--- config.mk ---
export PLATFORM = sky130hd
export DESIGN_NAME = channel_payload_extractor
export DESIGN_NICKNAME = d
export VERILOG_FILES = /design/src/hw/rtl/cpe_pkg.sv /design/src/hw/rtl/channel_payload_extractor.sv
export VERILOG_INCLUDE_DIRS = /design/src /design/src/hw/rtl
export SDC_FILE = /design/constraint.sdc
export NUM_CORES = 1
export LEC_CHECK = 0
export ABC_AREA = 1
export BUFFER_PORTS_ARGS = -buffer_cell sky130_fd_sc_hd__buf_4
export CAP_MARGIN = 10
export CORE_MARGIN = 2
export CORE_UTILIZATION = 50
export DETAILED_ROUTE_END_ITERATION = 12
export PLACE_DENSITY = 0.7
export SETUP_SLACK_MARGIN = 0.2
export SLEW_MARGIN = 0
export SYNTH_ARGS = -nofsm -noshare
export SYNTH_HDL_FRONTEND = slang
export SYNTH_SLANG_ARGS = --single-unit
--- constraint.sdc ---
create_clock -name clk -period 6.52 [get_ports clk]
set_input_delay 1.304 -clock clk [delete_from_list [all_inputs] [get_ports clk]]
set_output_delay 1.304 -clock clk [all_outputs]
set_load 0.005 [all_outputs]
--- src/hw/rtl/assert_macros.svh ---
// assertion macros for the rtl files
`ifndef ASSERT_MACROS_SVH
`define ASSERT_MACROS_SVH

// clocked check, masked while reset is held
`define CPE_ASSERT(lbl, prop, msg) \
  lbl: assert property (@(posedge clk) disable iff (!rst_n) (prop)) else $error(msg);

// clocked check, also active during reset
`define CPE_ASSERT_ALWAYS(lbl, prop, msg) \
  lbl: assert property (@(posedge clk) (prop)) else $error(msg);

`endif

--- src/hw/rtl/cpe_pkg.sv ---
// package: constants and types for the channel payload extractor
package cpe_pkg;

  // packet positions and limits
  localparam int unsigned POS_W            = 16;
  localparam int unsigned MAX_PACKET_BYTES = 65535;
  localparam int unsigned HDR_BYTES        = 16;
  localparam int unsigned TIME_BYTES       = 8;
  localparam int unsigned POS_CNT_LO       = 8;
  localparam int unsigned POS_CNT_HI       = 9;
  localparam int unsigned POS_FIRST_LO     = 10;
  localparam int unsigned POS_FIRST_HI     = 11;
  localparam int unsigned POS_PAD_START    = 12;

  // field widths
  localparam int unsigned BYTE_W  = 8;
  localparam int unsigned TIME_W  = 64;
  localparam int unsigned OUT_W   = 72;

  typedef logic [BYTE_W-1:0] byte_t;
  typedef logic [POS_W-1:0]  pos_t;
  typedef logic [TIME_W-1:0] stamp_t;
  typedef logic [OUT_W-1:0]  out_data_t;

endpackage

--- src/hw/rtl/channel_payload_extractor.sv ---
// channel payload extractor: parses a multichannel packet and forwards one channel
//
//  channel | direction | ports                      | contents
//  --------+-----------+----------------------------+-------------------------------
//  in      | input     | in_tvalid/tready/tdata/tlast | raw packet byte, end of packet
//  out     | output    | out_tvalid/tready/tdata/tlast/tuser | payload byte + timestamp
//  cfg     | input     | cfg_wr_en/cfg_wr_data       | channel_select register
//
// one item per cycle while in_tready is high; the packet state and any result
// are written at the accepting edge, so a result is offered from the next cycle on.
// in_tready is high whenever the output register is empty or being drained.
// synchronous active-low reset clears all packet state and channel_select.
// a stall on out_tready holds the result and stops input only while it is held.
module channel_payload_extractor (
  input  logic              clk,
  input  logic              rst_n,
  // input channel
  input  logic              in_tvalid,
  output logic              in_tready,
  input  cpe_pkg::byte_t    in_tdata,     // [7:0] data_byte
  input  logic              in_tlast,     // end_of_packet
  // result channel
  output logic              out_tvalid,
  input  logic              out_tready,
  output cpe_pkg::out_data_t out_tdata,   // [7:0] payload_byte, [71:8] timestamp
  output logic              out_tlast,    // is_last
  output logic [0:0]        out_tuser,    // [0] truncated
  // configuration
  input  logic              cfg_wr_en,
  input  cpe_pkg::byte_t    cfg_wr_data   // channel_select
);
  import cpe_pkg::*;
  `include "assert_macros.svh"

  // registers
  byte_t  chan_sel_r;
  pos_t   pos_r,        pos_nxt;
  stamp_t hdr_time_r,   hdr_time_nxt;
  pos_t   chan_cnt_r,   chan_cnt_nxt;
  pos_t   first_ch_r,   first_ch_nxt;
  byte_t  low_hold_r,   low_hold_nxt;
  pos_t   tbl_entry_r,  tbl_entry_nxt;
  pos_t   data_start_r, data_start_nxt;
  pos_t   pay_len_r,    pay_len_nxt;
  logic   drop_r,       drop_nxt;

  logic   out_valid_r,  out_valid_nxt;
  byte_t  out_byte_r,   out_byte_nxt;
  stamp_t out_time_r,   out_time_nxt;
  logic   out_last_r,   out_last_nxt;
  logic   out_trunc_r,  out_trunc_nxt;

  // combinational helpers
  logic          in_accept;
  logic [17:0]   tbl_end;
  logic [17:0]   pos_ext;
  logic          sel_ge;
  pos_t          rel;
  logic          entry_lt;
  logic          entry_eq;
  pos_t          len;
  logic [16:0]   sum;
  pos_t          first_new;
  logic [16:0]   range_end;
  logic          in_range;
  logic [16:0]   pay_end;
  logic [16:0]   pos_p1;
  logic          in_payload;
  logic          complete;

  assign in_tready = !out_valid_r || out_tready;
  assign in_accept = in_tvalid && in_tready;

  // table bounds and channel offset
  assign tbl_end   = 18'(HDR_BYTES) + {1'b0, chan_cnt_r, 1'b0};
  assign pos_ext   = {2'b00, pos_r};
  assign sel_ge    = {8'h00, chan_sel_r} >= first_ch_r;
  assign rel       = {8'h00, chan_sel_r} - first_ch_r;
  assign entry_lt  = !sel_ge || (tbl_entry_r < rel);
  assign entry_eq  = sel_ge && (tbl_entry_r == rel);
  assign len       = {in_tdata, low_hold_r};
  assign sum       = {1'b0, data_start_r} + {1'b0, len};

  // header check values
  assign first_new = {in_tdata, first_ch_r[7:0]};
  assign range_end = {1'b0, first_new} + {1'b0, chan_cnt_r};
  assign in_range  = ({8'h00, chan_sel_r} >= first_new) &&
                     ({9'd0, chan_sel_r} < range_end);

  // payload window
  assign pay_end    = {1'b0, data_start_r} + {1'b0, pay_len_r};
  assign pos_p1     = {1'b0, pos_r} + 17'd1;
  assign in_payload = (pos_r >= data_start_r) && ({1'b0, pos_r} < pay_end);
  assign complete   = (pos_p1 == pay_end);

  // next-state logic for one accepted item
  always_comb begin
    pos_nxt        = pos_r;
    hdr_time_nxt   = hdr_time_r;
    chan_cnt_nxt   = chan_cnt_r;
    first_ch_nxt   = first_ch_r;
    low_hold_nxt   = low_hold_r;
    tbl_entry_nxt  = tbl_entry_r;
    data_start_nxt = data_start_r;
    pay_len_nxt    = pay_len_r;
    drop_nxt       = drop_r;
    out_valid_nxt  = out_valid_r && !out_tready;
    out_byte_nxt   = out_byte_r;
    out_time_nxt   = out_time_r;
    out_last_nxt   = out_last_r;
    out_trunc_nxt  = out_trunc_r;

    if (in_accept) begin
      out_valid_nxt = 1'b0;
      if (pos_r != pos_t'(MAX_PACKET_BYTES)) begin
        if (pos_r < pos_t'(TIME_BYTES)) begin
          hdr_time_nxt[{pos_r[2:0], 3'b000} +: 8] = in_tdata;
        end else if (pos_r == pos_t'(POS_CNT_LO)) begin
          chan_cnt_nxt[7:0] = in_tdata;
        end else if (pos_r == pos_t'(POS_CNT_HI)) begin
          chan_cnt_nxt[15:8] = in_tdata;
        end else if (pos_r == pos_t'(POS_FIRST_LO)) begin
          first_ch_nxt[7:0] = in_tdata;
        end else if (pos_r == pos_t'(POS_FIRST_HI)) begin
          // header complete: check channel range and set data start to the table end
          first_ch_nxt = first_new;
          if (!in_range) begin
            drop_nxt = 1'b1;
          end else begin
            if (tbl_end[17:16] != 2'b00) begin
              drop_nxt = 1'b1;
            end else begin
              data_start_nxt = tbl_end[15:0];
            end
            tbl_entry_nxt = '0;
            pay_len_nxt   = '0;
          end
        end else if (!drop_r && pos_r >= pos_t'(HDR_BYTES) && pos_ext < tbl_end) begin
          // length table: low byte first, then accumulate or capture
          if (!pos_r[0]) begin
            low_hold_nxt = in_tdata;
          end else begin
            if (entry_lt) begin
              if (sum[16]) begin
                drop_nxt = 1'b1;
              end else begin
                data_start_nxt = sum[15:0];
              end
            end else if (entry_eq) begin
              pay_len_nxt = len;
            end
            tbl_entry_nxt = tbl_entry_r + 16'd1;
          end
        end else if (!drop_r && pos_r >= pos_t'(POS_PAD_START)) begin
          // payload byte of the selected channel
          if (in_payload) begin
            out_valid_nxt = 1'b1;
            out_byte_nxt  = in_tdata;
            out_time_nxt  = hdr_time_r;
            out_last_nxt  = complete || in_tlast;
            out_trunc_nxt = in_tlast && !complete;
          end
        end
        pos_nxt = pos_r + 16'd1;
      end

      // end of packet clears the packet state but not the timestamp or the result
      if (in_tlast) begin
        pos_nxt        = '0;
        chan_cnt_nxt   = '0;
        first_ch_nxt   = '0;
        low_hold_nxt   = '0;
        tbl_entry_nxt  = '0;
        data_start_nxt = '0;
        pay_len_nxt    = '0;
        drop_nxt       = 1'b0;
      end
    end
  end

  // state and output registers
  always_ff @(posedge clk) begin
    if (!rst_n) begin
      chan_sel_r   <= '0;
      pos_r        <= '0;
      hdr_time_r   <= '0;
      chan_cnt_r   <= '0;
      first_ch_r   <= '0;
      low_hold_r   <= '0;
      tbl_entry_r  <= '0;
      data_start_r <= '0;
      pay_len_r    <= '0;
      drop_r       <= 1'b0;
      out_valid_r  <= 1'b0;
    end else begin
      if (cfg_wr_en) begin
        chan_sel_r <= cfg_wr_data;
      end
      pos_r        <= pos_nxt;
      hdr_time_r   <= hdr_time_nxt;
      chan_cnt_r   <= chan_cnt_nxt;
      first_ch_r   <= first_ch_nxt;
      low_hold_r   <= low_hold_nxt;
      tbl_entry_r  <= tbl_entry_nxt;
      data_start_r <= data_start_nxt;
      pay_len_r    <= pay_len_nxt;
      drop_r       <= drop_nxt;
      out_valid_r  <= out_valid_nxt;
    end
  end

  // result payload, no reset needed
  always_ff @(posedge clk) begin
    out_byte_r  <= out_byte_nxt;
    out_time_r  <= out_time_nxt;
    out_last_r  <= out_last_nxt;
    out_trunc_r <= out_trunc_nxt;
  end

  assign out_tvalid   = out_valid_r;
  assign out_tdata    = {out_time_r, out_byte_r};
  assign out_tlast    = out_last_r;
  assign out_tuser[0] = out_trunc_r;

  // checks
  `CPE_ASSERT(a_trunc_is_last, out_valid_r && out_trunc_r |-> out_last_r, "truncated without last")
  `CPE_ASSERT(a_new_result_from_item, $rose(out_valid_r) |-> $past(in_accept), "result without item")
  `CPE_ASSERT(a_eop_clears, in_accept && in_tlast |=> pos_r == '0 && !drop_r && tbl_entry_r == '0, "packet state not cleared")
  `CPE_ASSERT(a_pos_saturates, in_accept && !in_tlast && pos_r == pos_t'(MAX_PACKET_BYTES) |=> pos_r == pos_t'(MAX_PACKET_BYTES), "position wrapped")

endmodule
---- After elaboration in Yosys (flattened, before gate mapping) ----
Index checks and enable logic that the tools add are counted.
word-level totals
  bits in registers ....................... 252
  bits of input ports ..................... 22
  output and inout port bits .............. 76
cells by class
  add/subtract/negate cells ............... 9
  order comparisons ....................... 10
  equality and inequality tests ........... 18
  shift-type cells ........................ 2
  muxes and demuxes ....................... 83
  bitwise logic cells ..................... 6
  reductions and logical operators ........ 41
operator list
  operator                                                            number
  two-way mux 16 bit                                                  45
  two-way mux 8 bit                                                   14
  bitwise mux 64 bit                                                  1
  equality test 16 x 4 -> 1 bit, second input constant                4
  variable shift 8 x 8 -> 64 bit, first input constant                1
  variable part select 8 x 8 -> 64 bit                                1
  adder 16 x 16 -> 17 bit                                             3
  adder 16 x 1 -> 16 bit, second input constant                       2
  greater-or-equal comparator 8 x 16 -> 1 bit                         2
  two-way mux 1 bit                                                   23
  AND reduction 11 bit                                                2
  adder 5 x 17 -> 18 bit, first input constant                        1
  less-than comparator 16 x 18 -> 1 bit                               1
  AND reduction 9 bit                                                 2
  adder 16 x 1 -> 17 bit, second input constant                       1
  equality test 17 bit                                                1
  less-than comparator 16 x 17 -> 1 bit                               1
  less-than comparator 8 x 17 -> 1 bit                                1
  equality test 16 bit                                                1
  greater-or-equal comparator 16 bit                                  1
  greater-or-equal comparator 16 x 4 -> 1 bit, second input constant  1
  greater-or-equal comparator 16 x 5 -> 1 bit, second input constant  1
  less-than comparator 16 bit                                         1
  less-than comparator 16 x 4 -> 1 bit, second input constant         1
  other kinds (21)                                                    57

---- Depth between registers and ports, before layout ----
Gate-level depths: netlist of the first run.
  depth after elaboration ................. 14
  mapped depth ............................ 27
  mapped depth without buffers ............ 26

---- Worst setup path after synthesis of the first run ----
OpenSTA, ideal clock, no wires.
  kind .................................... register to register
  from .................................... register data_start_r[0]
  to ...................................... register out_byte_r[0] (enable)
  setup time .............................. 508 ps
  arrival ................................. 5555 ps
  required time ........................... 6012 ps
  path slack .............................. 457 ps
  stages on the path, launching flop included .. 18
  period minus slack after synthesis ...... 6063 ps
  cell sequence ........................... dfxtp_1 > ha_1 > fa_1 > nand3_1 > nand3_1 > nand2_1 > nand2_1 > nand2_1 > nand2_1 > xor2_1 > ha_1 > a21oi_1 > nor2_1 > a211oi_1 > nor2_1 > nor2_1 > nand3_1 > nor2_1
between the ends
  cells in the longest elaborated chain, start to end .. 4
  elaborated cells on any way between the ends .. 5
  those cells by class .................... add/sub: 1; order compare: 2; reduce/logical: 2
RTL lines
  item                                   line                              RTL
  start, declared                        channel_payload_extractor.sv:43   pos_t data_start_r, data_start_nxt;
  start signal, assigned                 channel_payload_extractor.sv:205  data_start_r <= data_start_nxt;
  adder 16 x 16 -> 17 bit                channel_payload_extractor.sv:91   assign pay_end = {1'b0, data_start_r} + {1'b0, pay_len_r};
  less-than comparator 16 x 17 -> 1 bit  channel_payload_extractor.sv:93   assign in_payload = (pos_r >= data_start_r) && ({1'b0, pos_r} < pay_end);
  logical AND 1 bit *                    channel_payload_extractor.sv:93
  AND reduction 10 bit (no line) *       n/a
  end signal, assigned                   channel_payload_extractor.sv:214  out_byte_r <= out_byte_nxt;
  end, declared                          channel_payload_extractor.sv:48   byte_t out_byte_r, out_byte_nxt;
Mark *: on every way between the ends. The rest lies on a longest branch, timed or not.
A chain may end at the register's enable or synchronous reset.

---- Worst setup path after layout of the first run ----
  from .................................... register first_ch_r[2]
  to ...................................... register pay_len_r[13]
between the ends
  cells in the longest elaborated chain, start to end .. 5
  elaborated cells on any way between the ends .. 15
  those cells by class .................... add/sub: 2; order compare: 4; eq/ne: 3; reduce/logical: 6
RTL lines
  item                                                          line                              RTL
  start, declared                                               channel_payload_extractor.sv:40   pos_t first_ch_r, first_ch_nxt;
  start signal, assigned                                        channel_payload_extractor.sv:202  first_ch_r <= first_ch_nxt;
  adder 16 x 16 -> 17 bit (tied with other cells)               channel_payload_extractor.sv:86   assign range_end = {1'b0, first_new} + {1'b0, chan_cnt_r};
  less-than comparator 8 x 17 -> 1 bit (tied with other cells)  channel_payload_extractor.sv:88   ({9'd0, chan_sel_r} < range_end);
  logical AND 1 bit (tied with other cells)                     channel_payload_extractor.sv:87   assign in_range = ({8'h00, chan_sel_r} >= first_new) &&
  inequality test 3 bit (no line) (tied with other cells)       n/a
  AND reduction 11 bit (no line) *                              n/a
  end signal, assigned                                          channel_payload_extractor.sv:206  pay_len_r <= pay_len_nxt;
  end, declared                                                 channel_payload_extractor.sv:44   pos_t pay_len_r, pay_len_nxt;
Marked as above.

==> results of run 1 <==
==> worst min path at each step <==
stage | endpoint | slack, ps | depth (start not counted)
floorplan | out_time_r[25] | 400 | 0
global placement | out_time_r[47] | 410 | 0
detailed placement | out_time_r[4] | 410 | 0
CTS | out_time_r[4] | 430 | 0
global route | out_time_r[18] | 440 | 0
finish | out_time_r[47] | 430 | 0
==> registers in the layout (all words and copies together) (netlist names) <==
name          cells
out_tlast         1
chan_cnt_r       16
first_ch_r       16
out_tuser         1
tbl_entry_r      16
out_time_r       64
out_byte_r        8
hdr_time_r       64
chan_sel_r        8
out_tvalid        1
data_start_r     16
pay_len_r        16
low_hold_r        8
drop_r            1
pos_r            16
==> per-layer routing <==
metal  track usage  share of wire  routed length [um]
met1         0.362           0.45               19800
met2         0.445           0.46               20500
met3        0.0295          0.057                2510
met4        0.0832          0.031                1380
met5             0              0                   0
==> cell type report <==
class / instances / area, sq um / area share
Inverter: 277 / 1040 / 0.0594
Multi-Input combinational cell: 1467 / 8390 / 0.480
Clock buffer: 31 / 722 / 0.0413
Timing Repair Buffer: 100 / 751 / 0.0429
Tap cell: 396 / 495 / 0.0283
Clock inverter: 19 / 309 / 0.0177
Sequential cell: 252 / 5790 / 0.331
==> synthesized netlist by cell type, types with 13 or more instances <==
| master | instances | area share |
|---|---|---|
| inv_2 | 20 | 0.0048 |
| nand4_1 | 56 | 0.023 |
| a211oi_1 | 13 | 0.0063 |
| o21ai_0 | 89 | 0.029 |
| a21oi_1 | 209 | 0.067 |
| ha_1 | 132 | 0.11 |
| dfxtp_1 | 178 | 0.23 |
| nor3_1 | 34 | 0.011 |
| clkbuf_1 | 28 | 0.0068 |
| xor2_1 | 55 | 0.031 |
| nor2_1 | 190 | 0.046 |
| xnor2_1 | 20 | 0.011 |
| nand2_2 | 15 | 0.0060 |
| o21a_1 | 13 | 0.0063 |
| edfxtp_1 | 74 | 0.14 |
| nand2_1 | 443 | 0.11 |
| nand3_1 | 89 | 0.029 |
| inv_1 | 255 | 0.062 |
==> kinds of logic after synthesis <==
kind of cell / count (synthesis) / share of synthesized area
flops: 252 / 0.373
buf+inv: 331 / 0.0874
xor+xnor: 75 / 0.0423
compound gates: 371 / 0.133
fa+ha+maj: 136 / 0.112
simple gates: 885 / 0.253
==> power groups by stage <==
stage	clock network [mW]	logic, mW	registers, mW
after floorplan	0	0.359	1.69
after global placement	0	0.477	1.70
after detailed placement	0	0.484	1.70
after CTS	1.77	0.489	1.67
after global routing	1.83	0.558	1.67
final	1.75	0.494	1.67
==> metrics by stage <==
stage | instance area (sq um) | util
after floorplan | 15500 | -
after global placement | 16500 | 0.538
after detailed placement | 16500 | 0.538
after CTS | 17500 | 0.572
after global routing | 17500 | 0.572
final | 17500 | 0.572
==> metrics.md, run 1 <==
| Metric | Value |
|---|---|
| Status | completed |
| Largest net degree at the start of global routing | 91 |
| Post-synth top flop | dfxtp_1 |
| Fin nets | 2,284 |
| Max Fclk | 0.229 GHz |
| RSZ-0062 raised after global routing | false |
| Commonest non-fill, non-tap cell in the layout | nand2_1 |
| VDD IR max | 0.191 mV |
| Setup crit end kind | flip-flop |
| Clock network fraction of total power | 0.447 |
| CP top delay family | simple AND/OR/NAND/NOR gates |
| Reg2Reg Setup Slack | 2160 ps |
| Worst-margin pin slew | 1110 ps |
| Reg clk slew, reported paths | 60 ps |
| Leakage Power | 7.96 nW |
| Syn Area/Cell | 7.57 sq um |
| Tightest Hold Check Type | flip-flop to flip-flop |
| Full die area | about 32,000 sq um |
| R2r worst-path depth | 24 |
| GP Congestion | 0.972 |
| Final setup violation count | 0 |
| FF-to-FF Start | first_ch_r[2] |
| Comb pwr share | 0.126 |
| Setup TNS | 0 ps |
| Vias per cell | 5.50 |
| Final period util | 0.669 |
| Die Width | 180 um |
| Share of cells above drive strength 1 | 0.107 |
| Time the worst path needs with I/O delays and setup | 4360 ps |
| Critical path endpoint | pay_len_r[13] |
| Switching power | approximately 1.0 mW |
| Most frequent cells in the layout | nand2_1, inv_1, a21oi_1 |
| Slowest CP cell | o31ai_4 |
| Hold_sp | hdr_time_r[47] |
| Cts repair resizes | 0 |
| Grt total ovfl | 0 |
| Asr flop ratio synth | 0 |
| Worst Path Required | 6910 ps |
| Post-Synthesis Cells | 2,050 |
| Max Root-Sink Buffers | 3 |
| Total GRT Usage | 0.266 |
| CTS tree | done |
| Fin worst setup slack | approximately 2200 ps |
| Top Ports | 98 |
| TritonCTS Sinks | roughly 250 |
| Largest stage delay, worst path | between 600 and 700 ps |
| Critical path class | flip-flop to flip-flop |
| Global-route wire length before repair | around 70,000 um |
| Post-CTS Hold Fix Bufs | 0 |
| Final cell count without fillers | 2,542 |
| Area delta synth->final | 12.7% |
| Synth Net Count | 2,208 |
| Number of cells on the critical path | 24 |
| RR Endpoint | pay_len_r[13] |
| Fin. Hold Viols | 0 |
| Detailed Routing Iterations Pass 1 | 6 |
| DR vias | 14,000 |
| CP startpoint kind | flip-flop |
| Starting Density | 0.507 |
| Most used cell, CP | nand2_1 |
| Vias in the first global route | 13,200 |
| Total Power | just under 4 mW |
| Initial antenna violation count | 0 |
| Switching Share | 0.264 |
| Register area share after synthesis | 0.373 |
| WL per Instance | 17.4 um |
| Post-synth EDFFs | 74 |
| Sum of buffers and inverters on the critical path | 2 |
| CTS H-Tree Depth | 1 |
| Place WS | between 2000 and 2500 ps |
| CP Cell Sequence | inv_1 -> ha_1 -> nand2_1 -> nand2_1 -> a31oi_1 -> o221ai_1 -> nand2_1 -> nand2_1 -> nand2_1 -> nor4_1 -> nand3_1 -> xor2_1 -> ha_1 -> nand2_1 -> inv_1 -> nand3_1 -> nor3_1 -> nand2_1 -> nand2_1 -> nand3_1 -> o31ai_4 -> nand3_4 -> nand2_1 -> a21oi_1 |
| CP arrival | 4760 ps |
| Power Density | 224 nW/um^2 |
| Root Buffer | clkbuf_16 |
| Total CTS buffers | 28 |
| Smallest hold slack | 429 ps |
| Row cnt | 64 |
| Fill cells | 2,830 |
| Yosys warns | 0 |
| Placed cells | 2,492 |
| Max-slew violation count | 0 |
| Remaining DRCs | 0 |
| Distinct cells, synth | 59 |
| Synthesized flop and latch total | 252 |
| Final ANT Viol Nets | 0 |
| Critical Path Source | first_ch_r[2] |
| Antenna Diode Count | 0 |
| Worst slew margin | 0.263 |
| Register share of total power | 0.426 |
| Max cap viols | 0 |
| Post-CTS Setup Inserts | 0 |
| Worst-path fanout max | 17 |
| Dpl hpwl | 32,800 um |
| Die Ht | 180 um |
| CORE AREA | slightly above 30,000 sq um |
| P_int | 2.88 mW |
| DRT Wirelength | 44,200 um |
| Port Buffer Count | 97 |
| Synthesized area | 15,500 sq um |
| Worst skew pair latency | approximately 570 ps |
| Clock Skews | 22.1 ps |
| Starting DRT DRC Count | 1,141 |
Note: power is estimated with default switching activity, not from simulation.
==> run 2: changes to the inputs <==
- clock period: 6.52 -> 3.9 ns (I/O delays scaled with it)
==> run 2 against run 1 <==
Compared with the run above:
- clock skew rose by 2.9 ps
- clock power rose by 45%
- sequential power rose by 67%
- non-clock buffer count rose by 58
- critical path type unchanged
- fmax rose by 19%
- combinational power rose by 92%
==> metrics.md, run 2 (synthesized netlist as in run 1, its figures left out) <==
| Metric | Value |
|---|---|
| Power Density | 345 nW/um^2 (+54%) |
| Worst Path Required | 4380 ps (-2530 ps) |
| DRT Wirelength | 45,800 um (+3.7%) |
| Global-route wire length before repair | 71,900 um (+2.2%) |
| Total GRT Usage | 0.272 (+0.00560) |
| Slowest CP cell | dfxtp_2 |
| Final period util | 0.942 (+0.273) |
| Top Ports | 98 (unchanged) |
| GP Congestion | 0.946 (-2.7%) |
| Post-CTS Hold Fix Bufs | 0 (unchanged) |
| DR vias | 14,400 (+3.2%) |
| Register share of total power | 0.445 (+0.019) |
| Switching power | 1.80 mW (+74%) |
| Place WS | -140 ps (-2310 ps) |
| Detailed Routing Iterations Pass 1 | 5 (-1) |
| R2r worst-path depth | 26 (+8.3%) |
| Row cnt | 64 (unchanged) |
| RSZ-0062 raised after global routing | true |
| Vias per cell | 5.54 (+0.77%) |
| Max Root-Sink Buffers | 3 (unchanged) |
| Area delta synth->final | 17.1% |
| CTS tree | done |
| Max Fclk | 0.272 GHz (+19%) |
| Remaining DRCs | 0 (unchanged) |
| Worst-margin pin slew | 851 ps (-256 ps) |
| Smallest hold slack | 430 ps (+1.12 ps) |
| Most used cell, CP | nand2_1 |
| CTS H-Tree Depth | 1 (unchanged) |
| P_int | 4.47 mW (+55%) |
| Total Power | 6.27 mW (+60%) |
| Leakage Power | 8.22 nW (+3.2%) |
| Grt total ovfl | 0 (unchanged) |
| CORE AREA | 30,600 sq um (unchanged) |
| Fill cells | 2,739 (-3.2%) |
| CP top delay family | simple AND/OR/NAND/NOR gates |
| Initial antenna violation count | 0 (unchanged) |
| Worst slew margin | 0.430 (+0.167) |
| Starting DRT DRC Count | 1,185 (+3.9%) |
| Fin nets | 2,345 (+2.7%) |
| Dpl hpwl | 33,600 um (+2.4%) |
| Critical Path Source | first_ch_r[2] |
| Largest stage delay, worst path | 340 ps (-280 ps) |
| Die Width | 180 um (unchanged) |
| Full die area | 32,500 sq um (unchanged) |
| FF-to-FF Start | first_ch_r[2] |
| Port Buffer Count | 97 (unchanged) |
| Final setup violation count | 0 (unchanged) |
| Comb pwr share | 0.152 (+0.026) |
| Reg2Reg Setup Slack | 220 ps (-1930 ps) |
| Time the worst path needs with I/O delays and setup | 3680 ps (-688 ps) |
| Worst skew pair latency | 550 ps (-20 ps) |
| Vias in the first global route | 13,600 (+3.1%) |
| Final ANT Viol Nets | 0 (unchanged) |
| Switching Share | 0.287 (+0.0226) |
| Root Buffer | clkbuf_16 |
| Sum of buffers and inverters on the critical path | 7 (+5) |
| CP startpoint kind | flip-flop |
| Final core occ | 0.594 (+0.0226) |
| Worst-path fanout max | 7 (-10) |
| Starting Density | 0.507 (unchanged) |
| Max cap viols | 0 (unchanged) |
| Status | completed |
| VDD IR max | 0.361 mV (+89%) |
| Die Ht | 180 um (unchanged) |
| Most frequent cells in the layout | nand2_1, inv_1, a21oi_1 |
| Setup crit end kind | flip-flop |
| TritonCTS Sinks | 252 (unchanged) |
| Antenna Diode Count | 0 (unchanged) |
| Clock network fraction of total power | 0.403 (-0.044) |
| Fin. Hold Viols | 0 (unchanged) |
| Critical path endpoint | data_start_r[7] |
| Max-slew violation count | 0 (unchanged) |
| Critical path class | flip-flop to flip-flop |
| Largest net degree at the start of global routing | 74 (-19%) |
| Final Cell Area | 18,200 sq um (+4.0%) |
| Tightest Hold Check Type | flip-flop to flip-flop |
| Biggest regs | hdr_time_r (64), out_time_r (64) |
| WL per Instance | 17.6 um (+1.2%) |
| Reg clk slew, reported paths | 70 ps (about the same) |
| Number of cells on the critical path | 26 (+8.3%) |
| Total CTS buffers | 27 (-3.6%) |
| Clock Skews | 25.0 ps (+2.88 ps) |
| Area after DPL | 16,800 sq um (+2.2%) |
| CP arrival | 4150 ps (-610 ps) |
| Commonest non-fill, non-tap cell in the layout | nand2_1 |
| Share of cells above drive strength 1 | 0.154 (+0.0464) |
| RR Endpoint | data_start_r[7] |
| Fin worst setup slack | 224 ps (-1930 ps) |
-- run 2: timing repair --
action | 4_1_cts | 5_1_grt
gates resized for setup | 21 | 44
cloned | 3 | 2
setup buffers | 5 | 13
pin swaps | 11 | 50
endpoints found under the setup margin | 32 | 125
-- run 2: routing by layer --
layer,vias to the layer above,part of all wire,wire (um),GRT usage
met5,-,0,0,0
met4,0,0.036,1640,0.0997
met3,97,0.063,2880,0.0346
met2,497,0.47,21600,0.462
met1,6721,0.43,19700,0.355
li1,7110,-,-,-
-- run 2: power groups by stage --
stage	sequential, mW	clock [mW]	combinational, mW
floorplan	2.82	0	0.602
global placement	2.84	0	0.824
detailed placement	2.84	0	0.842
CTS	2.79	2.55	0.879
global route	2.79	2.64	1.06
finish	2.79	2.53	0.950
-- run 2: how the worst min path moves through the flow --
| stage | slack, ps | to | depth (start not counted) | startpoint |
|---|---|---|---|---|
| 6_report | 430 | out_time_r[38] | 0 | hdr_time_r[38] |
| 5_1_grt | 440 | out_time_r[38] | 0 | hdr_time_r[38] |
| 4_1_cts | 430 | out_time_r[27] | 0 | hdr_time_r[27] |
| 3_5_place_dp | 410 | out_time_r[25] | 0 | hdr_time_r[25] |
| 3_3_place_gp | 410 | out_time_r[47] | 0 | hdr_time_r[47] |
| 2_1_floorplan | 400 | out_time_r[25] | 0 | hdr_time_r[25] |
-- run 2: layout make-up --
cell class / count / area [sq um] / area share
Clock buffer: 32 / 714 / 0.0393
Sequential cell: 252 / 5800 / 0.319
Tap cell: 396 / 495 / 0.0273
Clock inverter: 18 / 145 / 0.00798
Inverter: 277 / 1040 / 0.0572
Timing Repair Buffer: 158 / 1290 / 0.0709
Multi-Input combinational cell: 1471 / 8700 / 0.478
-- run 2: through the flow --
stage,TNS [ps],cells
after floorplan,0,2050
after global placement,0,2531
after detailed placement,-2370,2531
after CTS,0,2589
after global routing,0,2604
final,0,2604
==> run 3: changes to the inputs <==
- CORE_ASPECT_RATIO: not set -> 0.7
==> run 3 against run 2 <==
Compared with the run above:
- largest cell class unchanged
- final cell count rose by 0.42%
- largest power group unchanged
- count of clock-buffer cells in the layout rose by 2
- core utilization rose by 0.79 points
==> metrics.md, run 3 (synthesized netlist as in run 1, its figures left out) <==
| Metric | Value |
|---|---|
| Status | completed |
| Worst-margin pin slew | 925 ps (+74.0 ps) |
| Antenna Diode Count | 0 (unchanged) |
| Setup TNS | 0 ps (unchanged) |
| Dpl hpwl | 34,200 um (+1.9%) |
| Worst skew pair latency | 560 ps (about the same) |
| Full die area | 32,500 sq um (about the same) |
| Max-slew violation count | 0 (unchanged) |
| Most frequent cells in the layout | nand2_1, inv_1, a21oi_1 |
| Final ANT Viol Nets | 0 (unchanged) |
| Detailed Routing Iterations Pass 1 | 6 (+1) |
| Largest net degree at the start of global routing | 58 (-22%) |
| Grt total ovfl | 0 (unchanged) |
| Final core occ | 0.602 (+0.00792) |
| Biggest regs | hdr_time_r (64), out_time_r (64) |
| CP arrival | 4120 ps (-30 ps) |
| Hold_sp | hdr_time_r[57] |
| Top Ports | 98 (unchanged) |
| DR vias | 14,600 (+1.4%) |
| DRT Wirelength | 47,600 um (+3.9%) |
| P_int | 4.46 mW (-0.16%) |
| GP Congestion | 0.971 (+2.6%) |
| Reg2Reg Setup Slack | 260 ps (+40 ps) |
| CP startpoint kind | flip-flop |
| Initial antenna violation count | 1 (+1) |
| Total GRT Usage | 0.285 (+0.0129) |
| TritonCTS Sinks | 252 (unchanged) |
| R2r worst-path depth | 23 (-12%) |
| Time the worst path needs with I/O delays and setup | 3640 ps (-39.5 ps) |
| RSZ-0062 raised after global routing | true |
| Critical path class | flip-flop to flip-flop |
| Reg clk slew, reported paths | 60 ps (about the same) |
| Die Width | 215 um (+19%) |
| CORE AREA | 30,300 sq um (-0.93%) |
| Port Buffer Count | 97 (unchanged) |
| Worst-path fanout max | 7 (unchanged) |
| Tightest Hold Check Type | flip-flop to flip-flop |
| Vias per cell | 5.59 (+0.95%) |
| Max cap viols | 0 (unchanged) |
| Power Density | 341 nW/um^2 (-1.1%) |
| Final setup violation count | 0 (unchanged) |
| Starting DRT DRC Count | 1,485 (+25%) |
| Total CTS buffers | 25 (-7.4%) |
| Register share of total power | 0.448 (+0.003) |
| Comb pwr share | 0.154 (+0.002) |
| Clock Skews | 12.7 ps (-12.3 ps) |
| Leakage Power | 8.20 nW (-0.23%) |
| Commonest non-fill, non-tap cell in the layout | nand2_1 |
| Switching power | 1.76 mW (-2.1%) |
| Max Fclk | 0.275 GHz (+1.1%) |
| Clock network fraction of total power | 0.397 (-0.006) |
| Area delta synth->final | 17.6% |
| FF-to-FF Start | first_ch_r[5] |
| Remaining DRCs | 0 (unchanged) |
| Share of cells above drive strength 1 | 0.156 (+0.00216) |
| Final period util | 0.932 (-0.0101) |
| Setup crit end kind | flip-flop |
| Row cnt | 53 (-17%) |
| Endpoint of the worst hold path | out_time_r[57] |
| RR Endpoint | data_start_r[7] |
| Starting Density | 0.512 (+0.00476) |
| Root Buffer | clkbuf_16 |
| Die Ht | 151 um (-16%) |
| WL per Instance | 18.2 um (+3.5%) |
| Fin nets | 2,342 (-0.13%) |
| Post-CTS Hold Fix Bufs | 0 (unchanged) |
| CTS tree | done |
| Worst Path Required | 4390 ps (about the same) |
| Global-route wire length before repair | 73,400 um (+2.1%) |
| Fin. Hold Viols | 0 (unchanged) |
| VDD IR max | 0.343 mV (-4.8%) |
| Switching Share | 0.283 (-0.00390) |
| CTS H-Tree Depth | 1 (unchanged) |
| Vias in the first global route | 13,500 (-1.1%) |
| Worst slew margin | 0.380 (-0.0496) |
| Hold Path Stages | 0 (unchanged) |
| Max Root-Sink Buffers | 3 (unchanged) |
## run 3: cell types whose count changed in the layout (fill, tap and decap cells not counted), sizes merged
cell      before  now
clkinv         9    8
clkinvlp       5    4
nand2        462  464
clkbuf        33   36
buf          157  152
inv          280  276
bufinv         1    2
## run 3: final cells by class
| type | count | area [sq um] |
|---|---|---|
| Timing Repair Buffer | 154 | 1280 |
| Inverter | 277 | 1040 |
| Tap cell | 412 | 515 |
| Clock inverter | 12 | 133 |
| Sequential cell | 252 | 5800 |
| Multi-Input combinational cell | 1473 | 8780 |
| Timing Repair inverter | 1 | 7.51 |
| Fill cell | 2704 | 12100 |
| Clock buffer | 34 | 689 |
## run 3: how the worst max path moves through the flow
stage | start | endpoint | slack, ps | depth (start not counted)
finish | first_ch_r[5] | data_start_r[7] | 260 | 23
detailed placement | first_ch_r[2] | pay_len_r[0] | -50 | 25
global placement | first_ch_r[1] | pay_len_r[2] | 150 | 23
CTS | first_ch_r[2] | pay_len_r[15] | 190 | 25
floorplan | data_start_r[0] | out_byte_r[0] | 70 | 17
global route | first_ch_r[6] | data_start_r[14] | 60 | 24
## run 3: power groups by stage
stage | clock (mW) | sequential, mW | combinational [mW]
after floorplan | 0 | 2.82 | 0.602
after global placement | 0 | 2.84 | 0.828
after detailed placement | 0 | 2.84 | 0.840
after CTS | 2.49 | 2.78 | 0.875
after global routing | 2.60 | 2.79 | 1.06
final | 2.47 | 2.79 | 0.959
## run 3: metal layers
layer | GRT usage | share of wire | vias to the layer above
li1 | - | - | 7097
met1 | 0.433 | 0.48 | 6845
met2 | 0.413 | 0.40 | 589
met3 | 0.0504 | 0.095 | 91
met4 | 0.0722 | 0.023 | 2
met5 | 0 | 0.00031 | -
## run 3: worst max-delay path, cell delays in order (launching register included)
cell,delay [ps]
dfxtp_2,360
inv_2,50
ha_4,280
nand4_1,140
o221ai_2,220
nand2_1,70
nand2_1,90
nand2_2,80
buf_4,140
nor2_1,120
xor2_1,210
ha_1,280
nand2_1,140
o21ai_0,150
a21oi_2,170
nand2_2,80
nand3_4,90
nand3_4,80
a21oi_4,170
buf_6,140
nand3_4,190
nand2_2,150
nand2_1,50
nor2_1,130
## run 3: timing repair
item / CTS / global route
pin swaps: 8 / 40
endpoints found under the setup margin: 58 / 129
resized for setup: 18 / 59
setup buffers: 9 / 12
cloned: 4 / 5
## run 3: metrics by stage
stage	setup slack, ps	cells	power (mW)	cell area [sq um]	hold slack (ps)
2_1_floorplan	67.4	2050	3.42	15600	403
3_3_place_gp	154	2539	3.67	16800	409
3_5_place_dp	-49.5	2539	3.68	16800	415
4_1_cts	186	2598	6.15	17800	431
5_1_grt	60.5	2615	6.45	18300	436
6_report	264	2615	6.22	18300	431
